## config.mk

```make
export PLATFORM = sky130hd
export DESIGN_NAME = text_console_cursor_engine
export DESIGN_NICKNAME = d
export VERILOG_FILES = /design/src/hw/rtl/tcce_pkg.sv /design/src/hw/rtl/tcce_ctrl.sv /design/src/hw/rtl/tcce_dpath.sv /design/src/hw/rtl/text_console_cursor_engine.sv
export VERILOG_INCLUDE_DIRS = /design/src /design/src/hw/rtl
export SDC_FILE = /design/constraint.sdc
export NUM_CORES = 1
export LEC_CHECK = 0
export ABC_AREA = 1
export BUFFER_PORTS_ARGS = -buffer_cell sky130_fd_sc_hd__buf_2
export CAP_MARGIN = 10
export CORE_MARGIN = 10
export CORE_UTILIZATION = 60
export DETAILED_ROUTE_END_ITERATION = 8
export GPL_ROUTABILITY_DRIVEN = 0
export PLACE_DENSITY_LB_ADDON = 0.3
export RECOVER_POWER = 100
export SLEW_MARGIN = 10
export SYNTH_ARGS = -nofsm -noshare
export SYNTH_HDL_FRONTEND = slang
export SYNTH_SLANG_ARGS = --single-unit
export TNS_END_PERCENT = 100
```

## constraint.sdc

```tcl
create_clock -name clock -period 7 [get_ports clock]
set_input_delay 0.35 -clock clock [delete_from_list [all_inputs] [get_ports clock]]
set_output_delay 0.35 -clock clock [all_outputs]
set_load 0.01 [all_outputs]
```

## src/hw/rtl/text_console_cursor_engine_defines.svh

```systemverilog
// ----------------------------------------------------------------------------
// Text console cursor engine assertion macros
// Concurrent assertion forms used by the cursor engine datapath.
// ----------------------------------------------------------------------------
`ifndef TEXT_CONSOLE_CURSOR_ENGINE_DEFINES_SVH
`define TEXT_CONSOLE_CURSOR_ENGINE_DEFINES_SVH

// Same-cycle implication, disabled during reset.
`define TCCE_ASSERT_SAME(label, clk, rst, ante, cons) \
   label: assert property (@(posedge clk) disable iff (rst) (ante) |-> (cons)) \
      else $error("text console cursor engine: check failed");

// Next-cycle implication, disabled during reset.
`define TCCE_ASSERT_NEXT(label, clk, rst, ante, cons) \
   label: assert property (@(posedge clk) disable iff (rst) (ante) |=> (cons)) \
      else $error("text console cursor engine: check failed");

`endif

```

## src/hw/rtl/tcce_pkg.sv

```systemverilog
// ----------------------------------------------------------------------------
// Text console cursor engine package
// Widths, character codes, event kinds, state and the control interface.
// ----------------------------------------------------------------------------
package tcce_pkg;

   localparam int COORD_W = 8;
   localparam int WORK_W  = COORD_W + 1;
   localparam int CHAR_W  = 8;
   localparam int CNT_W   = 4;
   localparam int CSR_IDX_W = 1;

   localparam logic [COORD_W-1:0] COLS_RESET = 8'd80;
   localparam logic [COORD_W-1:0] ROWS_RESET = 8'd25;
   localparam logic [CNT_W-1:0]   TAB_STOP   = 4'd8;

   localparam logic [CHAR_W-1:0] CHAR_BS         = 8'h08;
   localparam logic [CHAR_W-1:0] CHAR_TAB        = 8'h09;
   localparam logic [CHAR_W-1:0] CHAR_LF         = 8'h0A;
   localparam logic [CHAR_W-1:0] CHAR_CR         = 8'h0D;
   localparam logic [CHAR_W-1:0] CHAR_SPACE      = 8'h20;
   localparam logic [CHAR_W-1:0] CHAR_PRINT_LAST = 8'h7F;

   localparam logic [CSR_IDX_W-1:0] CSR_COLUMNS = 1'b0;
   localparam logic [CSR_IDX_W-1:0] CSR_ROWS    = 1'b1;

   typedef enum logic [1:0] {
      EV_GLYPH  = 2'd0,
      EV_SCROLL = 2'd1,
      EV_CLEAR  = 2'd2,
      EV_CURSOR = 2'd3
   } event_kind_type;

   typedef enum logic {
      OP_PUT   = 1'b0,
      OP_CLEAR = 1'b1
   } operation_type;

   typedef enum logic [2:0] {
      CLS_BS,
      CLS_TAB,
      CLS_LF,
      CLS_CR,
      CLS_PRINT,
      CLS_OTHER
   } char_class_type;

   typedef enum logic [2:0] {
      ST_IDLE,
      ST_CLEAR,
      ST_DECODE,
      ST_PUT,
      ST_TAB,
      ST_WRAP,
      ST_SCROLL,
      ST_CURSOR
   } state_type;

   typedef struct packed {
      logic           load;
      logic           clear_home;
      logic           dec_x;
      logic           inc_x;
      logic           tab_step;
      logic           line_feed;
      logic           carriage;
      logic           wrap;
      logic           scroll_fix;
      logic           emit;
      event_kind_type kind;
   } cmd_type;

   typedef struct packed {
      logic           slot_free;
      operation_type  req_op;
      char_class_type cls;
      logic           x_zero;
      logic           tab_done;
      logic           x_past;
      logic           y_past;
   } status_type;

   function automatic char_class_type classify(input logic [CHAR_W-1:0] ch);
      char_class_type cls;
      priority if (ch == CHAR_BS) begin
         cls = CLS_BS;
      end else if (ch == CHAR_TAB) begin
         cls = CLS_TAB;
      end else if (ch == CHAR_LF) begin
         cls = CLS_LF;
      end else if (ch == CHAR_CR) begin
         cls = CLS_CR;
      end else if (ch >= CHAR_SPACE && ch <= CHAR_PRINT_LAST) begin
         cls = CLS_PRINT;
      end else begin
         cls = CLS_OTHER;
      end
      return cls;
   endfunction

endpackage

```

## src/hw/rtl/tcce_ctrl.sv

```systemverilog
// ----------------------------------------------------------------------------
// Text console cursor engine controller
// Sequences one request through clear or decode, glyph writes, wrap, scroll and cursor.
// ----------------------------------------------------------------------------
module tcce_ctrl (
   input  logic                clock,
   input  logic                reset,
   input  logic                req_valid,
   output logic                req_ready,
   input  tcce_pkg::status_type status,
   output tcce_pkg::cmd_type   cmd
);

   tcce_pkg::state_type state_ff;
   tcce_pkg::state_type state_in;

   always_ff @(posedge clock) begin
      if (reset) begin
         state_ff <= tcce_pkg::ST_IDLE;
      end else begin
         state_ff <= state_in;
      end
   end

   always_comb begin
      state_in = state_ff;
      unique case (state_ff)
         tcce_pkg::ST_IDLE: begin
            if (req_valid) begin
               state_in = (status.req_op == tcce_pkg::OP_CLEAR) ?
                          tcce_pkg::ST_CLEAR : tcce_pkg::ST_DECODE;
            end
         end
         tcce_pkg::ST_CLEAR: begin
            if (status.slot_free) begin
               state_in = tcce_pkg::ST_CURSOR;
            end
         end
         tcce_pkg::ST_DECODE: begin
            unique case (status.cls)
               tcce_pkg::CLS_BS:    state_in = status.x_zero ? tcce_pkg::ST_WRAP
                                                             : tcce_pkg::ST_PUT;
               tcce_pkg::CLS_TAB:   state_in = tcce_pkg::ST_TAB;
               tcce_pkg::CLS_PRINT: state_in = tcce_pkg::ST_PUT;
               default:             state_in = tcce_pkg::ST_WRAP;
            endcase
         end
         tcce_pkg::ST_PUT: begin
            if (status.slot_free) begin
               state_in = tcce_pkg::ST_WRAP;
            end
         end
         tcce_pkg::ST_TAB: begin
            if (status.slot_free && status.tab_done) begin
               state_in = tcce_pkg::ST_WRAP;
            end
         end
         tcce_pkg::ST_WRAP: begin
            state_in = tcce_pkg::ST_SCROLL;
         end
         tcce_pkg::ST_SCROLL: begin
            if (!status.y_past || status.slot_free) begin
               state_in = tcce_pkg::ST_CURSOR;
            end
         end
         tcce_pkg::ST_CURSOR: begin
            if (status.slot_free) begin
               state_in = tcce_pkg::ST_IDLE;
            end
         end
         default: state_in = tcce_pkg::ST_IDLE;
      endcase
   end

   always_comb begin
      cmd       = '0;
      cmd.kind  = tcce_pkg::EV_GLYPH;
      req_ready = 1'b0;
      unique case (state_ff)
         tcce_pkg::ST_IDLE: begin
            req_ready = 1'b1;
            cmd.load  = req_valid;
         end
         tcce_pkg::ST_CLEAR: begin
            cmd.emit       = status.slot_free;
            cmd.kind       = tcce_pkg::EV_CLEAR;
            cmd.clear_home = status.slot_free;
         end
         tcce_pkg::ST_DECODE: begin
            cmd.dec_x     = (status.cls == tcce_pkg::CLS_BS) && !status.x_zero;
            cmd.line_feed = (status.cls == tcce_pkg::CLS_LF);
            cmd.carriage  = (status.cls == tcce_pkg::CLS_CR);
         end
         tcce_pkg::ST_PUT: begin
            cmd.emit  = status.slot_free;
            cmd.kind  = tcce_pkg::EV_GLYPH;
            cmd.inc_x = status.slot_free && (status.cls != tcce_pkg::CLS_BS);
         end
         tcce_pkg::ST_TAB: begin
            cmd.emit     = status.slot_free;
            cmd.kind     = tcce_pkg::EV_GLYPH;
            cmd.tab_step = status.slot_free;
         end
         tcce_pkg::ST_WRAP: begin
            cmd.wrap = status.x_past;
         end
         tcce_pkg::ST_SCROLL: begin
            cmd.emit       = status.y_past && status.slot_free;
            cmd.kind       = tcce_pkg::EV_SCROLL;
            cmd.scroll_fix = status.y_past && status.slot_free;
         end
         tcce_pkg::ST_CURSOR: begin
            cmd.emit = status.slot_free;
            cmd.kind = tcce_pkg::EV_CURSOR;
         end
         default: begin
            cmd = '0;
         end
      endcase
   end

endmodule

```

## src/hw/rtl/tcce_dpath.sv

```systemverilog
// ----------------------------------------------------------------------------
// Text console cursor engine datapath
// Geometry registers, cursor and tab counters, and the result register.
// ----------------------------------------------------------------------------
`include "text_console_cursor_engine_defines.svh"

module tcce_dpath (
   input  logic                                 clock,
   input  logic                                 reset,
   input  logic                                 req_operation,
   input  logic [tcce_pkg::CHAR_W-1:0]          req_char_code,
   input  logic                                 csr_valid,
   input  logic                                 csr_ready,
   input  logic [tcce_pkg::CSR_IDX_W-1:0]       csr_index,
   input  logic [tcce_pkg::COORD_W-1:0]         csr_data,
   output logic                                 rsp_valid,
   input  logic                                 rsp_ready,
   output logic [1:0]                           rsp_event_kind,
   output logic [tcce_pkg::CHAR_W-1:0]          rsp_glyph,
   output logic [tcce_pkg::COORD_W-1:0]         rsp_column,
   output logic [tcce_pkg::COORD_W-1:0]         rsp_row,
   output logic                                 rsp_last,
   input  tcce_pkg::cmd_type                    cmd,
   output tcce_pkg::status_type                 status
);

   logic [tcce_pkg::COORD_W-1:0] cols_ff;
   logic [tcce_pkg::COORD_W-1:0] rows_ff;
   logic [tcce_pkg::WORK_W-1:0]  x_ff;
   logic [tcce_pkg::WORK_W-1:0]  x_in;
   logic [tcce_pkg::WORK_W-1:0]  y_ff;
   logic [tcce_pkg::WORK_W-1:0]  y_in;
   logic [tcce_pkg::CNT_W-1:0]   count_ff;
   logic [tcce_pkg::CHAR_W-1:0]  char_ff;

   logic                          rsp_valid_ff;
   tcce_pkg::event_kind_type      rsp_kind_ff;
   logic [tcce_pkg::CHAR_W-1:0]   rsp_glyph_ff;
   logic [tcce_pkg::COORD_W-1:0]  rsp_column_ff;
   logic [tcce_pkg::COORD_W-1:0]  rsp_row_ff;
   logic                          rsp_last_ff;

   logic [tcce_pkg::COORD_W-1:0]  cols_eff;
   logic [tcce_pkg::COORD_W-1:0]  rows_eff;
   logic [tcce_pkg::WORK_W:0]     x_next;
   tcce_pkg::char_class_type      cls;
   logic                          blank;

   logic                          cursor_emit;
   logic                          cursor_on_screen;
   logic                          rsp_other;

   assign cols_eff = (cols_ff == '0) ? tcce_pkg::COORD_W'(1) : cols_ff;
   assign rows_eff = (rows_ff == '0) ? tcce_pkg::COORD_W'(1) : rows_ff;
   assign x_next   = {1'b0, x_ff} + (tcce_pkg::WORK_W + 1)'(1);
   assign cls      = tcce_pkg::classify(char_ff);
   assign blank    = (cls == tcce_pkg::CLS_BS) || (cls == tcce_pkg::CLS_TAB);

   always_ff @(posedge clock) begin
      if (reset) begin
         cols_ff <= tcce_pkg::COLS_RESET;
         rows_ff <= tcce_pkg::ROWS_RESET;
      end else if (csr_valid && csr_ready) begin
         unique case (csr_index)
            tcce_pkg::CSR_COLUMNS: cols_ff <= csr_data;
            tcce_pkg::CSR_ROWS:    rows_ff <= csr_data;
         endcase
      end
   end

   always_comb begin
      priority if (cmd.clear_home || cmd.line_feed || cmd.carriage || cmd.wrap) begin
         x_in = '0;
      end else if (cmd.dec_x) begin
         x_in = x_ff - tcce_pkg::WORK_W'(1);
      end else if (cmd.inc_x || cmd.tab_step) begin
         x_in = x_next[tcce_pkg::WORK_W-1:0];
      end else begin
         x_in = x_ff;
      end
      priority if (cmd.clear_home) begin
         y_in = '0;
      end else if (cmd.line_feed || cmd.wrap) begin
         y_in = y_ff + tcce_pkg::WORK_W'(1);
      end else if (cmd.scroll_fix) begin
         y_in = {1'b0, rows_eff - tcce_pkg::COORD_W'(1)};
      end else begin
         y_in = y_ff;
      end
   end

   always_ff @(posedge clock) begin
      if (reset) begin
         x_ff <= '0;
         y_ff <= '0;
      end else begin
         x_ff <= x_in;
         y_ff <= y_in;
      end
   end

   always_ff @(posedge clock) begin
      if (cmd.load) begin
         char_ff  <= req_char_code;
         count_ff <= tcce_pkg::TAB_STOP - {1'b0, x_ff[2:0]};
      end else if (cmd.tab_step) begin
         count_ff <= count_ff - tcce_pkg::CNT_W'(1);
      end
   end

   always_ff @(posedge clock) begin
      if (reset) begin
         rsp_valid_ff <= 1'b0;
      end else if (cmd.emit) begin
         rsp_valid_ff <= 1'b1;
      end else if (rsp_ready) begin
         rsp_valid_ff <= 1'b0;
      end
   end

   always_ff @(posedge clock) begin
      if (cmd.emit) begin
         rsp_kind_ff <= cmd.kind;
         rsp_last_ff <= (cmd.kind == tcce_pkg::EV_CURSOR);
         unique case (cmd.kind)
            tcce_pkg::EV_GLYPH: begin
               rsp_glyph_ff  <= blank ? tcce_pkg::CHAR_SPACE : char_ff;
               rsp_column_ff <= x_ff[tcce_pkg::COORD_W-1:0];
               rsp_row_ff    <= y_ff[tcce_pkg::COORD_W-1:0];
            end
            tcce_pkg::EV_CURSOR: begin
               rsp_glyph_ff  <= '0;
               rsp_column_ff <= x_ff[tcce_pkg::COORD_W-1:0];
               rsp_row_ff    <= y_ff[tcce_pkg::COORD_W-1:0];
            end
            default: begin
               rsp_glyph_ff  <= '0;
               rsp_column_ff <= '0;
               rsp_row_ff    <= '0;
            end
         endcase
      end
   end

   assign rsp_valid      = rsp_valid_ff;
   assign rsp_event_kind = rsp_kind_ff;
   assign rsp_glyph      = rsp_glyph_ff;
   assign rsp_column     = rsp_column_ff;
   assign rsp_row        = rsp_row_ff;
   assign rsp_last       = rsp_last_ff;

   always_comb begin
      status.slot_free = !rsp_valid_ff || rsp_ready;
      status.req_op    = tcce_pkg::operation_type'(req_operation);
      status.cls       = cls;
      status.x_zero    = (x_ff == '0);
      status.tab_done  = (count_ff == tcce_pkg::CNT_W'(1)) ||
                         (x_next >= {2'b00, cols_eff});
      status.x_past    = (x_ff >= {1'b0, cols_eff});
      status.y_past    = (y_ff >= {1'b0, rows_eff});
   end

   assign cursor_emit      = cmd.emit && (cmd.kind == tcce_pkg::EV_CURSOR);
   assign cursor_on_screen = (x_ff < {1'b0, cols_eff}) && (y_ff < {1'b0, rows_eff});
   assign rsp_other        = rsp_valid_ff && (rsp_kind_ff != tcce_pkg::EV_GLYPH);

   `TCCE_ASSERT_SAME(a_emit_slot_free, clock, reset, cmd.emit, status.slot_free)
   `TCCE_ASSERT_SAME(a_cursor_on_screen, clock, reset, cursor_emit, cursor_on_screen)
   `TCCE_ASSERT_NEXT(a_cursor_is_last, clock, reset, cursor_emit, rsp_valid_ff && rsp_last_ff)
   `TCCE_ASSERT_SAME(a_glyph_only_on_write, clock, reset, rsp_other, rsp_glyph_ff == '0)

endmodule

```

## src/hw/rtl/text_console_cursor_engine.sv

```systemverilog
// ----------------------------------------------------------------------------
// Text console cursor engine
// Turns console requests into glyph, scroll, clear and cursor events.
// ----------------------------------------------------------------------------
// Each request is taken while the controller is idle and produces its results
// through a single output register, ending with a cursor event that has last
// set; each event waits until that register is free. A clear emits a clear
// event and then the cursor. Other bytes go through decode; a written byte or
// a backspace that blanks a cell writes one glyph, a tab writes spaces up to
// the next tab stop or the right edge, and an ignored byte, newline, carriage
// return or backspace at column zero write nothing. Wrap, scroll (an event
// only when the row is past the bottom) and the cursor follow. Geometry writes
// are always accepted and must only be made while the engine is idle.
module text_console_cursor_engine (
   input  logic                                 clock,
   input  logic                                 reset,
   input  logic                                 req_valid,
   output logic                                 req_ready,
   input  logic                                 req_operation,
   input  logic [tcce_pkg::CHAR_W-1:0]          req_char_code,
   output logic                                 rsp_valid,
   input  logic                                 rsp_ready,
   output logic [1:0]                           rsp_event_kind,
   output logic [tcce_pkg::CHAR_W-1:0]          rsp_glyph,
   output logic [tcce_pkg::COORD_W-1:0]         rsp_column,
   output logic [tcce_pkg::COORD_W-1:0]         rsp_row,
   output logic                                 rsp_last,
   input  logic                                 csr_valid,
   output logic                                 csr_ready,
   input  logic [tcce_pkg::CSR_IDX_W-1:0]       csr_index,
   input  logic [tcce_pkg::COORD_W-1:0]         csr_data
);

   tcce_pkg::cmd_type    cmd;
   tcce_pkg::status_type status;

   assign csr_ready = 1'b1;

   tcce_ctrl u_ctrl (
      .clock     (clock),
      .reset     (reset),
      .req_valid (req_valid),
      .req_ready (req_ready),
      .status    (status),
      .cmd       (cmd)
   );

   tcce_dpath u_dpath (
      .clock          (clock),
      .reset          (reset),
      .req_operation  (req_operation),
      .req_char_code  (req_char_code),
      .csr_valid      (csr_valid),
      .csr_ready      (csr_ready),
      .csr_index      (csr_index),
      .csr_data       (csr_data),
      .rsp_valid      (rsp_valid),
      .rsp_ready      (rsp_ready),
      .rsp_event_kind (rsp_event_kind),
      .rsp_glyph      (rsp_glyph),
      .rsp_column     (rsp_column),
      .rsp_row        (rsp_row),
      .rsp_last       (rsp_last),
      .cmd            (cmd),
      .status         (status)
   );

endmodule
```

# Yosys cells after proc, flatten, opt, wreduce, memory -nomap -nowiden
# Cells that the tools add are included.
[op_classes] addsub=6 mul=0 n_div=0 order_cmp=5 eq_ne=23 shift=0 muxes=36 bitwise_logic=2 reduce_logical=36
[ops] op="$mux W9" n=4
[ops] op="$mux W3" n=11
[ops] op="$eq A8 B4 Y1 const B" n=4
[ops] op="$pmux W3 S8" n=1
[ops] op="$ge A9 B8 Y1" n=2
[ops] op="$logic_not A8 Y1" n=2
[ops] op="$mux W8" n=2
[ops] op="$eq A3 B3 Y1 const B" n=5
[ops] op="$eq A3 B2 Y1 const B" n=4
[ops] op="$pmux W3 S4" n=1
[ops] op="$mux W1" n=11
[ops] op="$add A9 B1 Y10 const B" n=1
[ops] op="$ge A10 B8 Y1" n=1
[ops] op="$ne A2 B1 Y1 const B" n=5
[ops] op="$reduce_or A2 Y1" n=5
[ops] op="$add A9 B1 Y9 const B" n=1
[ops] op="$logic_not A9 Y1" n=1
[ops] op="$logic_or A1 B1 Y1" n=9
[ops] op="$pmux W3 S3" n=1
[ops] op="$sub A9 B1 Y9 const B" n=1
[ops] op="$ge A8 B6 Y1 const B" n=1
[ops] op="$le A8 B7 Y1 const B" n=1
[ops] op="$mux W4" n=2
[ops] op="$reduce_bool A2 Y1" n=4
[ops] op="17 further kinds" n=28
[word_totals] regBits=77 latchBits=0 ram_bits=0 rom_bits=0 out_inout_bits=30 word_cells=122 memories=0

# Depth between registers and ports, before layout
# Gate-level depths: netlist of run 1.
[logic_depth] word_depth=13 depth_mapped=17 mapped_depth_nobuf=17

# By module
# A second synthesis of run 1 with hierarchy kept.
[unflattened] cells_unflattened=596 area_unflattened_um2=4750.8
[modules_own_cells] module="tcce_dpath" n_inst=1 cells_each=520 area_each_um2=4306.6
[modules_own_cells] module="tcce_ctrl" n_inst=1 cells_each=74 area_each_um2=432.9
[modules_own_cells] module="text_console_cursor_engine" n_inst=1 cells_each=2 area_each_um2=11.3

# Least setup slack after synthesis of run 1
# Ideal clock, no wire load.
[synth_timing] kind="reg2reg" start="register u_dpath.rows_ff[3] (netlist bit)" end="register u_dpath.rsp_column_ff (netlist bit u_dpath.rsp_column[0]) (enable)" arrival_time_ns=2.074 slack_ns=4.405 stages_incl_launch_ff=13 period_less_slack_ns=2.595 path_cell_list="dfxtp_1 -> inv_1 -> nand2_1 -> nor2_1 -> nand2_1 -> nand2_1 -> ha_1 -> nand2_1 -> nor2_1 -> nand3_1 -> nand4_1 -> nand3_1 -> nand3b_1"
[synth_lines] item="start, declared" line_no="tcce_dpath.sv:28" text="logic [tcce_pkg::COORD_W-1:0] rows_ff;"
[synth_lines] item="start signal, assigned" line_no="tcce_dpath.sv:62" text="rows_ff <= tcce_pkg::ROWS_RESET;"
[synth_lines] item="start signal, assigned" line_no="tcce_dpath.sv:66" text="tcce_pkg::CSR_ROWS: rows_ff <= csr_data;"
[synth_lines] item="end signal, assigned" line_no="tcce_dpath.sv:128" text="rsp_column_ff <= x_ff[tcce_pkg::COORD_W-1:0];"
[synth_lines] item="end signal, assigned" line_no="tcce_dpath.sv:133" text="rsp_column_ff <= x_ff[tcce_pkg::COORD_W-1:0];"
[synth_lines] item="end, declared" line_no="tcce_dpath.sv:39" text="logic [tcce_pkg::COORD_W-1:0] rsp_column_ff;"

==> results of run 1 <==
-- synthesized netlist by cell type, types with 2 or more instances --
| library cell | count | area share |
|---|---|---|
| o211ai_1 | 12 | 0.019 |
| clkbuf_1 | 6 | 0.0048 |
| nor2_8 | 2 | 0.0085 |
| nand3b_1 | 3 | 0.0048 |
| o21ai_0 | 31 | 0.033 |
| dfxtp_1 | 38 | 0.16 |
| buf_2 | 3 | 0.0032 |
| nand3_4 | 2 | 0.0074 |
| nand3_1 | 31 | 0.033 |
| nand4_1 | 7 | 0.0093 |
| nand4_2 | 2 | 0.0053 |
| a21oi_1 | 32 | 0.034 |
| o21ai_1 | 8 | 0.0085 |
| nor2_1 | 76 | 0.060 |
| nand2_1 | 115 | 0.091 |
| xnor2_1 | 2 | 0.0037 |
| a21oi_2 | 2 | 0.0037 |
| ha_1 | 32 | 0.085 |
| nor3_1 | 7 | 0.0074 |
| nand2_2 | 2 | 0.0026 |
| nand2_4 | 3 | 0.0071 |
| nand3_2 | 3 | 0.0063 |
| nor2_2 | 6 | 0.0079 |
| xor2_1 | 18 | 0.033 |
| edfxtp_1 | 39 | 0.25 |
| inv_2 | 13 | 0.010 |
| buf_6 | 2 | 0.0048 |
| inv_1 | 81 | 0.064 |
-- worst max-delay path: cells and delay by family, from the launching register on --
family,cells,cell delay [ns]
flops,1,0.35
buf+inv,2,0.99
simple gates,10,1.19
fa+ha+maj,1,0.29
-- final cells by class --
cell class | count | area share
multi-input cells | 409 | 0.449
flip-flops and latches | 77 | 0.373
inverters | 95 | 0.0688
repair buffers | 52 | 0.0430
clock buffers | 11 | 0.0254
well taps | 102 | 0.0246
clock inverters | 5 | 0.0164
-- metal layers --
metal	routed length, µm	vias to the layer above	track usage
met3	632	26	0.0319
li1	-	2035	-
met4	231	0	0.0744
met2	5410	136	0.322
met1	4550	1872	0.225
met5	0	-	0
-- cell families after synthesis --
family                     count (synthesis)  synth area share
adders and majority gates                 32            0.0846
and+or+nand+nor                          266             0.265
DFF                                       77             0.408
AOI/OAI and AO/OA                         90             0.110
xor gates and xnor gates                  20            0.0370
other                                      1          0.000793
buffers and inverters                    108            0.0939
-- final timing paths --
check,end,depth (start not counted)
max,u_dpath.rsp_row[5]$_SDFFCE_PN0P_,13
min reg2reg,u_dpath.y_ff[8]$_SDFFE_PP0P_,2
min,u_dpath.char_ff[5]$_DFFE_PP_,1
max reg2reg,u_dpath.rsp_row[5]$_SDFFCE_PN0P_,13
-- flip-flops by register name, summed over array words and instances (netlist names) --
register                count
u_dpath.y_ff                9
u_ctrl.state_ff             3
u_dpath.char_ff             8
u_dpath.rsp_row             8
u_dpath.count_ff            4
u_dpath.rows_ff             8
u_dpath.rsp_column          8
u_dpath.x_ff                9
u_dpath.rsp_glyph           8
u_dpath.rsp_valid           1
u_dpath.cols_ff             8
u_dpath.rsp_event_kind      2
u_dpath.rsp_last            1
-- power by group through the flow --
stage                     registers [µW]  logic [µW]  clock network (µW)
after global placement               728         689                   0
final                                730         684                 371
after detailed placement             735         712                   0
after CTS                            725         718                 375
after global routing                 744         780                 393
after floorplan                      767         460                   0
-- metrics by stage --
stage               hold WS, ns   util  cell area (µm²)  worst slack [ns]
floorplan                 0.449      -             4730              4.41
global placement          0.482  0.655             5030              4.51
detailed placement        0.510  0.655             5030              4.41
CTS                       0.152  0.683             5250              4.39
global route              0.148  0.674             5180              3.45
finish                    0.155  0.674             5180              3.81
==> flow_summary.json, run 1 <==
{
  "status": "completed",
  "synth_cell_types": 44,
  "clock-root-buffer": "clkbuf_8",
  "cts_max_path_buffers": 2,
  "htreeDepth": 3,
  "vdd_drop_max_uv": 207,
  "max_freq_ghz": 0.313,
  "dieArea_mm2": 0.0118,
  "rsz0062_at_grt": "no",
  "total_power_uw": 1790,
  "clk_latency_ns": 0.36,
  "ff_latch_area_mm2": 0.00193,
  "pwr_density_cell_mw_per_mm2": 345,
  "clock_sinks": 77,
  "layout_commonest_cell": "nand2_1",
  "arrival_ns": 3.17,
  "required_ns": 6.98,
  "cts_tree": "yes",
  "syn_avg_cell_area_um2": 7.96,
  "n_fill_cell": 686,
  "wirelength_um": 10800,
  "overflow": 0,
  "stdcell_count": 751,
  "ys_ff_latch": 77,
  "slowest_stage": "clkbuf_1",
  "cts_resized": 0,
  "initial_utilization": 0.615,
  "wire_per_inst_um": 14.4,
  "r2r_slack_ns": 3.81,
  "antenna_cells": 0,
  "grt_use_total": 0.186,
  "die_w_um": 109,
  "final_cell_mix": "nand2_1 (118), inv_1 (84), nor2_1 (77), edfxtp_1 (39), dfxtp_1 (38)",
  "grt_pass1_vias": 3785,
  "worst_setup_hold_path_clk_slew_ns": 0.08,
  "via_count": 4069,
  "hold_viol": 0,
  "layout-drive-gt1-share": 0.103,
  "drt_iter0_drc": 226,
  "port_buffers": 51,
  "tns_ns": 0,
  "max_slew_margin": 0.228,
  "p_int_uw": 1070,
  "syn_nets": 649,
  "pwr-share-seq": 0.409,
  "viasPerCell": 5.42,
  "pin_count": 53,
  "synth_ff_type": "edfxtp_1",
  "cp_cell_sequence": "inv_1 -> nand2_1 -> nor2_1 -> nand2_1 -> nand2_1 -> ha_1 -> nand2_1 -> nor2_1 -> nand3_1 -> nand4_1 -> nand3_1 -> nand3b_1 -> clkbuf_1",
  "period_share": 0.456,
  "multi_input_area_mm2": 0.00232,
  "ant_nets": 0,
  "firstDrtPassIters": 5,
  "grt_max_degree": 24,
  "p_switching_uw": 718,
  "crit_fanout": 23,
  "syn_inst": 594,
  "cts_made_buffers": 9,
  "power.leakage_uw": 0.00244,
  "synth_seq_area_share": 0.408,
  "hpwl_um": 8450,
  "place_inst": 735,
  "p_comb_frac": 0.383,
  "pwr-share-clk": 0.208,
  "cts_hold_buf": 0,
  "grt_pass1_wl_um": 17800,
  "syn2layout_area_growth_pct": 9.49,
  "drv_cap": 0,
  "finalNetCount": 699,
  "critPathCaptureType": "register",
  "startpoint": "u_dpath.rows_ff[3]$_SDFFE_PP1P_",
  "worst_pin_slew_ns": 1.16,
  "cp-start-kind": "register",
  "coreArea_mm2": 0.00769,
  "synth_warnings": 0,
  "swShare": 0.402,
  "grt_antenna_before_repair": 0,
  "synth_area_mm2": 0.00473,
  "path_class": "reg -> reg",
  "skew_ns": 0.0107,
  "synth_edf_count": 39,
  "cpMostUsedCell": "nand2_1",
  "rows": 32,
  "hp-start": "req_char_code[5]",
  "drc": 0,
  "layout_min_cycle_time_ns": 3.19,
  "postCtsSetupBuffers": 0,
  "setup_viol": 0,
  "slowest_delay_ns": 0.90,
  "chipHeight_um": 109,
  "finalMaxSlewViolations": 0,
  "r2r-start": "u_dpath.rows_ff[3]$_SDFFE_PP1P_",
  "min_path_type": "in -> reg",
  "async_flop_share": 0
}
Note: power is estimated with default switching activity, not from simulation.
==> run 2, diff against run 1 <==
--- a/config.mk
+++ b/config.mk
@@ -10,7 +10,7 @@
 export BUFFER_PORTS_ARGS = -buffer_cell sky130_fd_sc_hd__buf_2
 export CAP_MARGIN = 10
 export CORE_MARGIN = 10
-export CORE_UTILIZATION = 60
+export CORE_UTILIZATION = 59
 export DETAILED_ROUTE_END_ITERATION = 8
 export GPL_ROUTABILITY_DRIVEN = 0
 export PLACE_DENSITY_LB_ADDON = 0.3
==> constraint.sdc (replaced) <==
create_clock -name clock -period 3.2 [get_ports clock]
set_input_delay 0.16 -clock clock [delete_from_list [all_inputs] [get_ports clock]]
set_output_delay 0.16 -clock clock [all_outputs]
set_load 0.01 [all_outputs]
==> flow_summary.json, run 2 (same netlist as run 1, synthesis figures left out) <==
{
  "status": "completed",
  "cts_resized": 0,
  "crit_fanout": 9,
  "top_regs": "u_dpath.x_ff (9), u_dpath.y_ff (9)",
  "skew_ns": 0.00971,
  "viasPerCell": 5.33,
  "grt_max_degree": 23,
  "tns_ns": 0,
  "pin_count": 53,
  "max_freq_ghz": 0.367,
  "dp_slack_ns": 0.553,
  "layout_commonest_cell": "nand2_1",
  "firstDrtPassIters": 8,
  "stdcell_count": 759,
  "critPathCaptureType": "register",
  "layout_setup_ws_ns": 0.473,
  "slowest_stage": "dfxtp_1",
  "dieArea_mm2": 0.0120,
  "period_share": 0.852,
  "initial_utilization": 0.609,
  "cp-start-kind": "register",
  "r2r_slack_ns": 0.47,
  "path_buf_inv": 2,
  "port_buffers": 51,
  "die_w_um": 110,
  "drt_iter0_drc": 369,
  "hold_viol": 0,
  "chipHeight_um": 110,
  "pwr_density_cell_mw_per_mm2": 727,
  "clock_sinks": 77,
  "wire_per_inst_um": 14.3,
  "setup_viol": 0,
  "required_ns": 3.45,
  "wirelength_um": 10800,
  "postCtsSetupBuffers": 0,
  "clock-root-buffer": "clkbuf_8",
  "layout-drive-gt1-share": 0.102,
  "max_slew_margin": 0.491,
  "place_inst": 735,
  "grt_use_total": 0.185,
  "slowest_delay_ns": 0.51,
  "hpwl_um": 8290,
  "clk_latency_ns": 0.36,
  "cts_made_buffers": 9,
  "finalNetCount": 707,
  "arrival_ns": 2.98,
  "layout_min_cycle_time_ns": 2.73,
  "drc": 0,
  "rows": 32,
  "worst_setup_hold_path_clk_slew_ns": 0.08,
  "grt_pass1_vias": 3900,
  "grt_antenna_before_repair": 0,
  "final_core_util": 0.673,
  "overflow": 0,
  "cp_cell_sequence": "nand2_1 -> nor3_1 -> nand2_1 -> xor2_1 -> inv_1 -> ha_1 -> a21oi_1 -> o211ai_1 -> nor2_1 -> nand3_1 -> nand2_1 -> inv_1 -> a21oi_1 -> nor2_1",
  "cpMostUsedCell": "nand2_1",
  "grt_pass1_wl_um": 17800,
  "via_count": 4048,
  "power.leakage_uw": 0.00245,
  "syn2layout_area_growth_pct": 10.6,
  "finalMaxSlewViolations": 0,
  "final_cell_mix": "nand2_1 (118), inv_1 (84), nor2_1 (77), edfxtp_1 (39), dfxtp_1 (38)",
  "htreeDepth": 3,
  "worst_pin_slew_ns": 0.755,
  "coreArea_mm2": 0.00777,
  "cts_tree": "yes",
  "ant_nets": 0,
  "rsz0062_at_grt": "no",
  "min_path_type": "in -> reg",
  "antenna_cells": 0,
  "path_class": "reg -> reg",
  "cts_max_path_buffers": 2,
  "vdd_drop_max_uv": 441,
  "critPathTopFamily": "simple AND/OR/NAND/NOR gates",
  "drv_cap": 0
}
## run 2: stage by stage
step	power, µW	cell area (µm²)	hold WS [ns]
2_1_floorplan	2680	4730	0.259
3_3_place_gp	3090	5030	0.337
3_5_place_dp	3140	5030	0.339
4_1_cts	3870	5310	0.0426
5_1_grt	4090	5230	0.0587
6_report	3800	5230	0.0439
## run 2: report_power, final
group          switching, µW  internal, µW
clock                    363           358
combinational           1030           471
sequential               160          1430
total                   1550          2250
## run 2: path summary, 6_finish.rpt
check / from / to / cells past startpoint
setup / recovery: u_dpath.x_ff[4]$_SDFFE_PP0P_ / u_ctrl.state_ff[2]$_SDFFE_PP0P_ / 14
hold / removal: csr_data[0] / u_dpath.rows_ff[0]$_SDFFE_PP1P_ / 3
hold reg to reg: u_dpath.y_ff[8]$_SDFFE_PP0P_ / u_dpath.y_ff[8]$_SDFFE_PP0P_ / 2
setup reg to reg: u_dpath.x_ff[4]$_SDFFE_PP0P_ / u_ctrl.state_ff[2]$_SDFFE_PP0P_ / 14
## run 2: final cells by class
cell class                 instances  area, µm²
clock buffer                      10        128
clock inverter                     6       63.8
fill                             643       2540
inverter                          95        357
multi-input combinational        409       2320
sequential                        77       1930
tap                              102        128
timing repair buffer              60        305
## run 2: layer usage
layer | global-route usage | wire (µm)
met3 | 0.0334 | 730
met5 | 0 | 0
met1 | 0.221 | 4430
met4 | 0.0836 | 242
met2 | 0.319 | 5450
## run 2: worst min-delay path: stages
cell,delay (ns)
buf_2,0.09
nand2_1,0.05
o211ai_1,0.06
## run 2: timing repair
item / CTS / global route
setup endpoints to repair: 0 / 0
hold buffers: 8 / 0
hold endpoints to repair: 8 / 0
